`config.mk`:
```
export PLATFORM = sky130hd
export DESIGN_NAME = odd_walk_violation_check
export DESIGN_NICKNAME = d
export VERILOG_FILES = /design/src/rtl/owvc_pkg.sv /design/src/rtl/odd_walk_violation_check.sv /design/src/rtl/owvc_edge_track.sv /design/src/rtl/owvc_resolve.sv
export SDC_FILE = /design/constraint.sdc
export NUM_CORES = 1
export LEC_CHECK = 0
export BUFFER_PORTS_ARGS = -buffer_cell sky130_fd_sc_hd__buf_2
export CAP_MARGIN = 10
export CELL_PAD_IN_SITES_DETAIL_PLACEMENT = 0
export CELL_PAD_IN_SITES_GLOBAL_PLACEMENT = 2
export CORE_MARGIN = 2
export CORE_UTILIZATION = 35
export DETAILED_ROUTE_END_ITERATION = 12
export PLACE_DENSITY_LB_ADDON = 0.1
export SYNTH_ARGS = -nofsm -noshare
export SYNTH_HDL_FRONTEND = slang
export SYNTH_SLANG_ARGS = --single-unit
```
`constraint.sdc`:
```
create_clock -name clock -period 12.4 [get_ports clock]
set_input_delay 1.24 -clock clock [delete_from_list [all_inputs] [get_ports clock]]
set_output_delay 1.24 -clock clock [all_outputs]
set_load 0.005 [all_outputs]
```
`src/rtl/owvc_pkg.sv`:
```
// shared types and constants for the odd walk violation check
package owvc_pkg;

   // fixed point weights, 65536 stands for one
   localparam int WEIGHT_W  = 17;
   localparam int MASK_W    = 64;
   localparam int POS_W     = 6;
   localparam int REPAIR_W  = 2;
   localparam int MAX_EDGES = 64;
   localparam int CNT_W     = $clog2(MAX_EDGES + 2);

   localparam logic [WEIGHT_W-1:0] FX_ONE  = WEIGHT_W'(65536);
   localparam logic [WEIGHT_W-1:0] FX_HALF = WEIGHT_W'(32768);

   // parity repair codes
   localparam logic [REPAIR_W-1:0] REPAIR_NONE    = 2'd0;
   localparam logic [REPAIR_W-1:0] REPAIR_UNCROSS = 2'd1;
   localparam logic [REPAIR_W-1:0] REPAIR_CROSS   = 2'd2;

   // running summary of one walk
   typedef struct packed {
      logic [WEIGHT_W-1:0] length;
      logic [WEIGHT_W-1:0] light_w;
      logic [POS_W-1:0]    light_pos;
      logic                light_valid;
      logic [WEIGHT_W-1:0] heavy_w;
      logic [POS_W-1:0]    heavy_pos;
      logic                heavy_valid;
      logic                odd;
      logic [MASK_W-1:0]   mask;
      logic [CNT_W-1:0]    count;
      logic                rejected;
   } walk_sum_type;

   // decided result of one walk
   typedef struct packed {
      logic                found;
      logic [MASK_W-1:0]   mask;
      logic [WEIGHT_W-1:0] length;
      logic [REPAIR_W-1:0] repair;
      logic                too_long;
   } walk_result_type;

endpackage

```
`src/rtl/odd_walk_violation_check.sv`:
```
// odd closed walk violation check, top level
//
// Edge weights of one closed walk arrive on the req_ channel, one edge per
// transfer, in fixed point with 65536 meaning one; req_last marks the final
// edge. One result per walk leaves on the rsp_ channel: whether an odd
// crossing selection shorter than one exists, its crossing mask, the walk
// length before repair, the repair used and a flag for walks with more
// edges than MAX_EDGES.
// Each transfer lands in an input register; from there the edge is folded
// into the walk summary and, on the final edge, the result is registered
// in the output register.
// One edge is taken every cycle unless a final edge waits on a held
// result; the fold in the edge tracker is combinational.
// When rsp_ready is low a finished result waits in the output register;
// non-final edges flow on, but the next final edge and all behind it wait.
// Synchronous reset empties both registers and restarts the walk summary.
module odd_walk_violation_check (
   input  logic                          clock,
   input  logic                          reset,
   input  logic                          req_valid,
   output logic                          req_ready,
   input  logic [owvc_pkg::WEIGHT_W-1:0] req_weight,
   input  logic                          req_last,
   output logic                          rsp_valid,
   input  logic                          rsp_ready,
   output logic                          rsp_found,
   output logic [owvc_pkg::MASK_W-1:0]   rsp_cross_mask,
   output logic [owvc_pkg::WEIGHT_W-1:0] rsp_walk_length,
   output logic [owvc_pkg::REPAIR_W-1:0] rsp_repair,
   output logic                          rsp_too_long
);
   import owvc_pkg::*;

   logic                s1_valid_ff;
   logic                s1_valid_in;
   logic [WEIGHT_W-1:0] s1_weight_ff;
   logic                s1_last_ff;
   logic                advance;
   logic                out_free;
   logic                rsp_valid_ff;
   logic                rsp_valid_in;
   walk_result_type     rsp_data_ff;
   walk_sum_type        sum_next;
   walk_result_type     result;

   // an edge moves on unless it is final and the output is still held
   always_comb begin
      out_free    = !rsp_valid_ff || rsp_ready;
      advance     = s1_valid_ff && (!s1_last_ff || out_free);
      req_ready   = !s1_valid_ff || advance;
      s1_valid_in = (req_valid && req_ready) || (s1_valid_ff && !advance);
   end

   // input register
   always_ff @(posedge clock) begin
      if (reset) begin
         s1_valid_ff <= 1'b0;
      end else begin
         s1_valid_ff <= s1_valid_in;
      end
   end

   always_ff @(posedge clock) begin
      if (req_valid && req_ready) begin
         s1_weight_ff <= req_weight;
         s1_last_ff   <= req_last;
      end
   end

   owvc_edge_track u_track (
      .clock    (clock),
      .reset    (reset),
      .take     (advance),
      .weight   (s1_weight_ff),
      .last     (s1_last_ff),
      .sum_next (sum_next)
   );

   owvc_resolve u_resolve (
      .sum    (sum_next),
      .result (result)
   );

   // output register
   always_comb begin
      rsp_valid_in = rsp_valid_ff && !rsp_ready;
      if (advance && s1_last_ff) begin
         rsp_valid_in = 1'b1;
      end
   end

   always_ff @(posedge clock) begin
      if (reset) begin
         rsp_valid_ff <= 1'b0;
      end else begin
         rsp_valid_ff <= rsp_valid_in;
      end
   end

   always_ff @(posedge clock) begin
      if (advance && s1_last_ff) begin
         rsp_data_ff <= result;
      end
   end

   assign rsp_valid       = rsp_valid_ff;
   assign rsp_found       = rsp_data_ff.found;
   assign rsp_cross_mask  = rsp_data_ff.mask;
   assign rsp_walk_length = rsp_data_ff.length;
   assign rsp_repair      = rsp_data_ff.repair;
   assign rsp_too_long    = rsp_data_ff.too_long;

endmodule

```
`src/rtl/owvc_edge_track.sv`:
```
// per-walk accumulation of length, crossing mask, parity and repair candidates
module owvc_edge_track (
   input  logic                          clock,
   input  logic                          reset,
   input  logic                          take,
   input  logic [owvc_pkg::WEIGHT_W-1:0] weight,
   input  logic                          last,
   output owvc_pkg::walk_sum_type        sum_next
);
   import owvc_pkg::*;

   walk_sum_type        sum_ff;
   walk_sum_type        sum_in;
   walk_sum_type        sum_reset;
   logic [WEIGHT_W-1:0] w_sat;
   logic [WEIGHT_W-1:0] len_add;
   logic [POS_W-1:0]    pos;
   logic                in_range;
   logic                crossing;

   // summary value at the start of a walk
   always_comb begin
      sum_reset             = '0;
      sum_reset.light_w     = FX_ONE;
   end

   // fold one edge into the running summary
   always_comb begin
      w_sat    = (weight > FX_ONE) ? FX_ONE : weight;
      pos      = POS_W'(sum_ff.count);
      in_range = sum_ff.count < CNT_W'(MAX_EDGES);
      crossing = w_sat > FX_HALF;
      len_add  = crossing ? (FX_ONE - w_sat) : w_sat;
      sum_next = sum_ff;
      if (in_range) begin
         sum_next.count = sum_ff.count + CNT_W'(1);
         if (!sum_ff.rejected) begin
            sum_next.length = sum_ff.length + len_add;
            if (crossing) begin
               sum_next.mask[pos] = 1'b1;
               sum_next.odd       = !sum_ff.odd;
               if (w_sat < sum_ff.light_w) begin
                  sum_next.light_w     = w_sat;
                  sum_next.light_pos   = pos;
                  sum_next.light_valid = 1'b1;
               end
            end else if (w_sat > sum_ff.heavy_w) begin
               sum_next.heavy_w     = w_sat;
               sum_next.heavy_pos   = pos;
               sum_next.heavy_valid = 1'b1;
            end
            sum_next.rejected = sum_next.length >= FX_ONE;
         end
      end else begin
         sum_next.count = CNT_W'(MAX_EDGES + 1);
      end
   end

   // restart after the final edge of a walk
   always_comb begin
      sum_in = sum_ff;
      if (take) begin
         sum_in = last ? sum_reset : sum_next;
      end
   end

   always_ff @(posedge clock) begin
      if (reset) begin
         sum_ff <= sum_reset;
      end else begin
         sum_ff <= sum_in;
      end
   end

endmodule

```
`src/rtl/owvc_resolve.sv`:
```
// parity repair and result selection for a finished walk
module owvc_resolve (
   input  owvc_pkg::walk_sum_type    sum,
   output owvc_pkg::walk_result_type result
);
   import owvc_pkg::*;

   logic [WEIGHT_W+1:0] uncross_len;
   logic                too_long;
   logic                usable;
   logic                uncross_ok;
   logic                cross_ok;

   // repaired-length checks, doubled to stay in integers
   always_comb begin
      uncross_len = {2'b00, sum.length} + {1'b0, sum.light_w, 1'b0};
      too_long    = sum.count > CNT_W'(MAX_EDGES);
      usable      = !too_long && !sum.rejected;
      uncross_ok  = sum.light_valid && (uncross_len < {1'b0, FX_ONE, 1'b0});
      cross_ok    = sum.heavy_valid && ({1'b0, sum.length} < {sum.heavy_w, 1'b0});
   end

   // usable walks only: odd parity first, then uncross the lightest, then cross the heaviest
   always_comb begin
      result          = '0;
      result.length   = sum.length;
      result.too_long = too_long;
      priority if (!usable) begin
         result.found = 1'b0;
      end else if (sum.odd) begin
         result.found = 1'b1;
         result.mask  = sum.mask;
      end else if (uncross_ok) begin
         result.found  = 1'b1;
         result.mask   = sum.mask & ~(MASK_W'(1) << sum.light_pos);
         result.repair = REPAIR_UNCROSS;
      end else if (cross_ok) begin
         result.found  = 1'b1;
         result.mask   = sum.mask | (MASK_W'(1) << sum.heavy_pos);
         result.repair = REPAIR_CROSS;
      end else begin
         result.repair = REPAIR_NONE;
      end
   end

endmodule
```
==> impl_metrics.py, run 1 <==
metrics = {
    "finish": {
        "area_growth_pct": 14.9,
        "num-nets-final": 1787,
        "antenna_cells": 0,
        "final_cells": 2224,
        "drive_gt1_share_pct": 13.0,
        "post-route-util_pct": 41.0,
    },
    "sta": {
        "timing.setup.tns_ns": 0,
        "skew_ns": 0.0430,
        "setup_violations": 0,
        "fmax_mhz": 102,
        "worstMarginPinSlew_ns": 1.24,
        "rsz0062_at_grt": "no",
        "period_share_pct": 79.4,
        "setup_ws_ns": 2.56,
        "finalCriticalPeriod_ns": 9.84,
        "slew_violations": 0,
        "hold_violations": 0,
        "relSlewSlack_pct": 16.4,
    },
    "setup_path": {
        "worst-setup-path-type": "reg2reg",
        "reg2reg_to": "rsp_cross_mask[12]",
        "crit_buf_inv": 1,
        "r2r-start": "s1_weight_ff[2]",
        "max_stage_delay_ns": 1.01,
        "path_common_cell": "ha_1",
        "slowest_stage": "or2_1",
        "cp_top_family": "compound AO/OA/AOI/OAI gates",
        "arrival_ns": 10.28,
        "cp-end-kind": "flop",
        "required_ns": 12.83,
        "worstPathMaxFanout": 67,
        "rrSetupSlack_ns": 2.56,
        "rr_worst_depth": 30,
        "critPathLaunchType": "flop",
    },
    "worst_hold_path": {
        "hold_start": "u_track.sum_ff[0]",
        "hold_path.class": "reg2reg",
        "whs_path_depth": 2,
        "hold_end": "u_track.sum_ff[0]",
    },
    "clocking": {
        "post-cts-setup-buffers": 0,
        "htreeDepth": 1,
        "insertion_delay_ns": 0.60,
        "cts_tree": "yes",
        "cts-hold-fix-buffers": 0,
        "cts.sinks": 243,
        "cts_buffers": 30,
        "cts_resized": 0,
        "clockBufferDepth": 3,
        "clock_tree.root_cell": "clkbuf_16",
        "cts.clk_slew.worst_paths_ns": 0.06,
    },
    "die": {
        "io_pins": 109,
        "initial_utilization_pct": 35.7,
        "fp.dieH_microns": 203,
        "die_area_sq_um": 41200,
        "core_sq_um": 38800,
        "num_rows": 72,
        "die_w_microns": 203,
    },
    "synth": {
        "netlist_area_sq_um": 13800,
        "syn_avg_cell_area_sq_um": 8.54,
        "syn-instance-count": 1622,
        "ys.flop_type": "dfxtp_1",
        "synth_area_leaders": "edfxtp_1, dfxtp_1, a21oi_1",
        "synth-edff-count": 103,
        "ys_types": 69,
        "yosys.area.top_type": "edfxtp_1",
        "yosysTopAreaCellShare_pct": 22.3,
        "syn_nets": 1727,
        "ys_top_cells_by_count": "a21oi_1, nor2_1, dfxtp_1",
        "async_flop_share_pct": 0,
        "yosysMostFrequentCell": "a21oi_1",
        "synth-seq-area-share_pct": 42.6,
        "synth_seq_cells": 243,
        "ys_warn_count": 0,
    },
    "drt": {
        "wl_per_cell_microns": 23.9,
        "post-route-drc-count": 0,
        "num_vias": 12794,
        "dr.pass1.iters": 5,
        "drt_wl_total_microns": 53100,
        "ant_nets": 0,
        "drt_iter0_drc": 1355,
        "avgViaCountPerCell": 5.75,
    },
    "placement": {
        "port_buffers": 108,
        "dp_slack_ns": 2.58,
        "dp_hpwl_microns": 37000,
        "gp_congestion": 0.883,
        "dpl.cell_count": 2168,
    },
    "grt": {
        "overflow": 0,
        "grt_antenna_before_repair": 0,
        "grt_max_degree": 71,
        "grt_pass1_vias": 11896,
        "grt_pass1_wl_microns": 78700,
        "grt_usage_pct": 25.5,
    },
    "status": {
        "status": "completed",
    },
    "flow_run": {
        "timing.max_cap.violations": 0,
    },
    "pwr": {
        "power_uw": 2090,
        "leakage_uw": 0.00616,
        "pwr_density_cell_nw_per_um2": 131,
        "ir_drop_v": 0.000104,
    },
}
==> layout make-up <==
type	count	area, sq um
multi-input cells	1207	7360
well taps	518	648
inverters	57	214
flip-flops and latches	243	5900
clock inverters	25	239
fillers	3958	22900
repair buffers	143	803
clock buffers	31	754
==> logic make-up (layout without fill, tap and decap cells) <==
logic type | count (synthesis) | count (layout) | synth area share (%)
simple gates | 544 | 544 | 18.4
compound gates | 538 | 538 | 23.8
flops | 243 | 243 | 42.6
buf+inv | 172 | 256 | 4.91
fa+ha+maj | 83 | 83 | 7.55
xor+xnor | 25 | 25 | 1.58
mux | 17 | 17 | 1.25
==> worst reg2reg max path, delay by kind of cell (launching register included) <==
kind            cells  cell delay (ns)
buf+inv             1             0.60
fa+ha+maj           3             0.85
compound gates     14             3.88
flops               1             0.42
simple gates       10             3.67
xor+xnor            2             0.28
==> worst max path at each step <==
stage	cells past startpoint	endpoint	startpoint	slack, ns
floorplan	31	rsp_cross_mask[13]	s1_weight_ff[2]	5.15
global placement	30	rsp_cross_mask[18]	s1_weight_ff[2]	2.87
detailed placement	30	rsp_cross_mask[19]	s1_weight_ff[2]	2.58
CTS	30	rsp_cross_mask[19]	s1_weight_ff[2]	2.56
global route	30	rsp_cross_mask[12]	s1_weight_ff[2]	1.79
finish	30	rsp_cross_mask[12]	s1_weight_ff[2]	2.56
==> cell usage in the layout (no fill, tap or decap), types with 16 or more instances in the layout <==
cell,n
a21oi_1,224
nor2_1,215
dfxtp_1,140
buf_2,108
edfxtp_1,103
o21ai_0,96
nand3_1,86
nand2_1,85
ha_1,82
a22oi_1,77
inv_1,56
buf_4,35
nor3_1,32
clkbuf_16,30
a2bb2oi_1,29
a31oi_1,21
nor2b_1,17
xnor2_1,17
nand2b_1,16
==> metal layers <==
layer,GRT usage [%],vias up,part of all wire (%)
met1,40.1,6252,50
met4,6.23,0,2.1
met5,0,-,0
met3,4.25,66,7.3
li1,-,6048,-
met2,35.5,428,40
==> state kept, by name, summed over array words and instances, names as in the netlist <==
register,count
u_track.sum_ff,132
rsp_cross_mask,64
rsp_walk_length,17
s1_weight_ff,17
u_track.pos,6
rsp_repair,2
rsp_found,1
rsp_too_long,1
rsp_valid,1
s1_last_ff,1
s1_valid_ff,1
==> power breakdown <==
group / leakage, uW / internal [uW] / switching (uW)
Clock: 0.000487 / 524 / 375
Sequential: 0.00219 / 848 / 11.0
Combinational: 0.00348 / 105 / 223
==> stage by stage <==
| stage | hold WS [ns] | area [sq um] |
|---|---|---|
| floorplan | 0.430 | 13800 |
| finish | 0.464 | 15900 |
| global placement | 0.443 | 14900 |
| detailed placement | 0.451 | 14900 |
| global route | 0.485 | 15900 |
| CTS | 0.461 | 15900 |
Power figures use the tool's default switching activity.
==> run 2, diff against run 1 <==
--- a/config.mk
+++ b/config.mk
@@ -5,12 +5,13 @@
 export SDC_FILE = /design/constraint.sdc
 export NUM_CORES = 1
 export LEC_CHECK = 0
+export ABC_AREA = 1
 export BUFFER_PORTS_ARGS = -buffer_cell sky130_fd_sc_hd__buf_2
 export CAP_MARGIN = 10
 export CELL_PAD_IN_SITES_DETAIL_PLACEMENT = 0
 export CELL_PAD_IN_SITES_GLOBAL_PLACEMENT = 2
 export CORE_MARGIN = 2
-export CORE_UTILIZATION = 35
+export CORE_UTILIZATION = 32
 export DETAILED_ROUTE_END_ITERATION = 12
 export PLACE_DENSITY_LB_ADDON = 0.1
 export SYNTH_ARGS = -nofsm -noshare
==> constraint.sdc (replaced) <==
create_clock -name clock -period 8.43 [get_ports clock]
set_input_delay 0.843 -clock clock [delete_from_list [all_inputs] [get_ports clock]]
set_output_delay 0.843 -clock clock [all_outputs]
set_load 0.005 [all_outputs]
==> run 2 against run 1 <==
Net effect: die area is 26% higher; clock power increased by 65%; cell area grew 16%; critical path type unchanged; sequential share of layout area shrank 5.1 points; hold slack lost 0.0095 ns; fmax grew 28%; sequential power rose by 50%; clock-buffer cell count grew 20; via count increased by 22%; first-iteration DRC count down 16%.
==> impl_metrics.py, run 2 <==
metrics = {
    "sta": {
        "fmax_mhz": 130,
        "rsz0062_at_grt": "no",
        "finalCriticalPeriod_ns": 7.67,
        "relSlewSlack_pct": 25.9,
        "hold_violations": 0,
        "setup_violations": 0,
        "worstMarginPinSlew_ns": 1.11,
        "timing.setup.tns_ns": 0,
        "slew_violations": 0,
        "skew_ns": 0.0159,
        "period_share_pct": 91.0,
    },
    "clocking": {
        "cts.clk_slew.worst_paths_ns": 0.06,
        "cts_tree": "yes",
        "clockBufferDepth": 3,
        "htreeDepth": 2,
        "insertion_delay_ns": 0.55,
        "cts-hold-fix-buffers": 0,
        "cts_resized": 0,
        "clock_tree.root_cell": "clkbuf_16",
        "post-cts-setup-buffers": 0,
        "cts.sinks": 243,
        "cts_buffers": 35,
    },
    "synth": {
        "syn-instance-count": 2278,
        "yosys.area.top_type": "edfxtp_1",
        "synth-seq-area-share_pct": 36.8,
        "async_flop_share_pct": 0,
        "syn_nets": 2383,
        "netlist_area_sq_um": 16000,
        "ys_warn_count": 0,
        "synth_area_leaders": "edfxtp_1, dfxtp_1, nand2_1",
        "yosysTopAreaCellShare_pct": 19.3,
        "ys_types": 49,
        "syn_avg_cell_area_sq_um": 7.04,
        "ys_top_cells_by_count": "nand2_1, nor2_1, inv_1",
        "synth-edff-count": 103,
        "synth_seq_cells": 243,
        "ys.flop_type": "dfxtp_1",
        "yosysMostFrequentCell": "nand2_1",
    },
    "setup_path": {
        "cp_top_family": "compound AO/OA/AOI/OAI gates",
        "max_stage_delay_ns": 0.49,
        "reg2reg_to": "rsp_cross_mask[1]",
        "worst-setup-path-type": "reg2reg",
        "required_ns": 8.73,
        "rr_worst_depth": 34,
        "arrival_ns": 7.97,
        "critPathLaunchType": "flop",
        "crit_buf_inv": 3,
        "slowest_stage": "a21oi_1",
        "cp-startpoint": "s1_weight_ff[3]",
        "r2r-start": "s1_weight_ff[3]",
        "path_common_cell": "nor2_1",
        "rrSetupSlack_ns": 0.76,
        "cp-end-kind": "flop",
        "worstPathMaxFanout": 22,
        "timing.critical_path.to": "rsp_cross_mask[1]",
        "path_depth": 34,
    },
    "die": {
        "die_area_sq_um": 51900,
        "die_w_microns": 228,
        "initial_utilization_pct": 32.2,
        "fp.dieH_microns": 228,
        "io_pins": 109,
        "core_sq_um": 49900,
        "num_rows": 82,
    },
    "pwr": {
        "leakage_uw": 0.00765,
        "ir_drop_v": 0.000125,
        "pwr_density_cell_nw_per_um2": 195,
    },
    "finish": {
        "post-route-util_pct": 37.0,
        "seq_area_sq_um": 5900,
        "area_growth_pct": 14.9,
        "top_register": "u_track.sum_ff",
        "mostFrequentLayoutCell": "nand2_1",
        "n_fill_cell": 5380,
        "antenna_cells": 0,
        "num-nets-final": 2434,
        "largest_reg_flops": 132,
        "drive_gt1_share_pct": 11.0,
        "layout_common_cells": "nand2_1, nor2_1, inv_1",
        "multi_input_area_sq_um": 8630,
    },
    "drt": {
        "ant_nets": 0,
        "avgViaCountPerCell": 5.17,
        "wl_per_cell_microns": 21.4,
        "drt_iter0_drc": 1141,
        "dr.pass1.iters": 5,
        "post-route-drc-count": 0,
        "num_vias": 15639,
        "drt_wl_total_microns": 64700,
    },
    "status": {
        "status": "completed",
    },
    "placement": {
        "port_buffers": 108,
        "gp_congestion": 0.815,
        "dp_hpwl_microns": 40600,
    },
    "grt": {
        "grt_usage_pct": 24.5,
        "use_met3_pct": 3.26,
        "grt_pass1_vias": 15150,
        "grt_pass1_wl_microns": 97000,
        "grt-busiest-layer": "met2",
        "met1_usage_pct": 30.7,
        "grt_max_degree": 73,
        "grt_antenna_before_repair": 0,
        "global_route.usage.met2_pct": 42.9,
        "overflow": 0,
    },
    "flow_run": {
        "timing.max_cap.violations": 0,
    },
    "worst_hold_path": {
        "hold_path.class": "reg2reg",
    },
}
==> run 2: changes by cell type after synthesis, sizes merged, moves of 19 or more <==
| cell | previous run | this run |
|---|---|---|
| a211oi | 8 | 61 |
| a31oi | 23 | 1 |
| o21ai | 102 | 145 |
| nand2 | 87 | 524 |
| buf | 32 | 51 |
| nor2 | 220 | 308 |
| a21oi | 224 | 124 |
| nand4 | 14 | 132 |
| a2bb2oi | 29 | 0 |
| inv | 56 | 271 |
| o21bai | 2 | 63 |
| a22oi | 77 | 0 |
==> run 2: worst min-delay path by stage <==
| stage | from | end | depth (start not counted) |
|---|---|---|---|
| after floorplan | u_track.sum_ff[71] | u_track.sum_ff[71] | 2 |
| after global placement | u_track.sum_ff[41] | u_track.sum_ff[41] | 2 |
| after detailed placement | u_track.sum_ff[19] | u_track.sum_ff[19] | 2 |
| after CTS | req_weight[5] | s1_weight_ff[5] | 1 |
| after global routing | req_weight[6] | s1_weight_ff[6] | 1 |
| final | u_track.sum_ff[12] | u_track.sum_ff[12] | 2 |
==> run 2: logic make-up (layout without fill, tap and decap cells) <==
kind of cell,after synthesis,count (layout),synth area share [%]
flops,243,243,36.8
fa+ha+maj,83,83,6.52
xor+xnor,24,24,1.31
simple gates,1085,1085,29.2
buf+inv,412,488,10.0
compound gates,431,431,16.1
==> run 2: area by class of cell <==
cell class	instances	area share, %
clock inverter	11	0.611
inverter	274	5.59
tap	672	4.56
timing repair buffer	152	4.93
sequential	243	32.0
multi-input combinational	1623	46.8
clock buffer	51	5.47
==> run 2: where the power goes <==
group | switching [uW] | internal (uW) | total (uW)
logic | 613 | 221 | 834
clock network | 588 | 891 | 1480
registers | 16.4 | 1270 | 1290
total | 1220 | 2380 | 3600
==> run 2: stage by stage <==
stage	power [uW]	cells	worst slack [ns]	area [sq um]	hold WS (ns)
2_1_floorplan	1830	2278	2.90	16000	0.428
3_3_place_gp	2140	2964	0.643	17300	0.443
3_5_place_dp	2150	2964	0.565	17300	0.447
4_1_cts	3650	3026	0.519	18400	0.431
5_1_grt	3760	3026	0.0363	18400	0.444
6_report	3600	3026	0.762	18400	0.455
==> run 2: layer usage <==
metal / share of wire, % / vias to the layer above / wire (microns)
li1: - / 7701 / -
met1: 43 / 7400 / 28100
met2: 49 / 426 / 31600
met3: 4.4 / 112 / 2840
met4: 3.4 / 0 / 2180
met5: 0 / - / 0
==> run 2: worst reg2reg max path: cells and delay by family (launching register included) <==
| kind | cells | cell delay [ns] |
|---|---|---|
| flops | 1 | 0.43 |
| simple gates | 17 | 2.20 |
| xor+xnor | 2 | 0.40 |
| buf+inv | 3 | 0.84 |
| fa+ha+maj | 3 | 0.98 |
| compound gates | 9 | 2.57 |
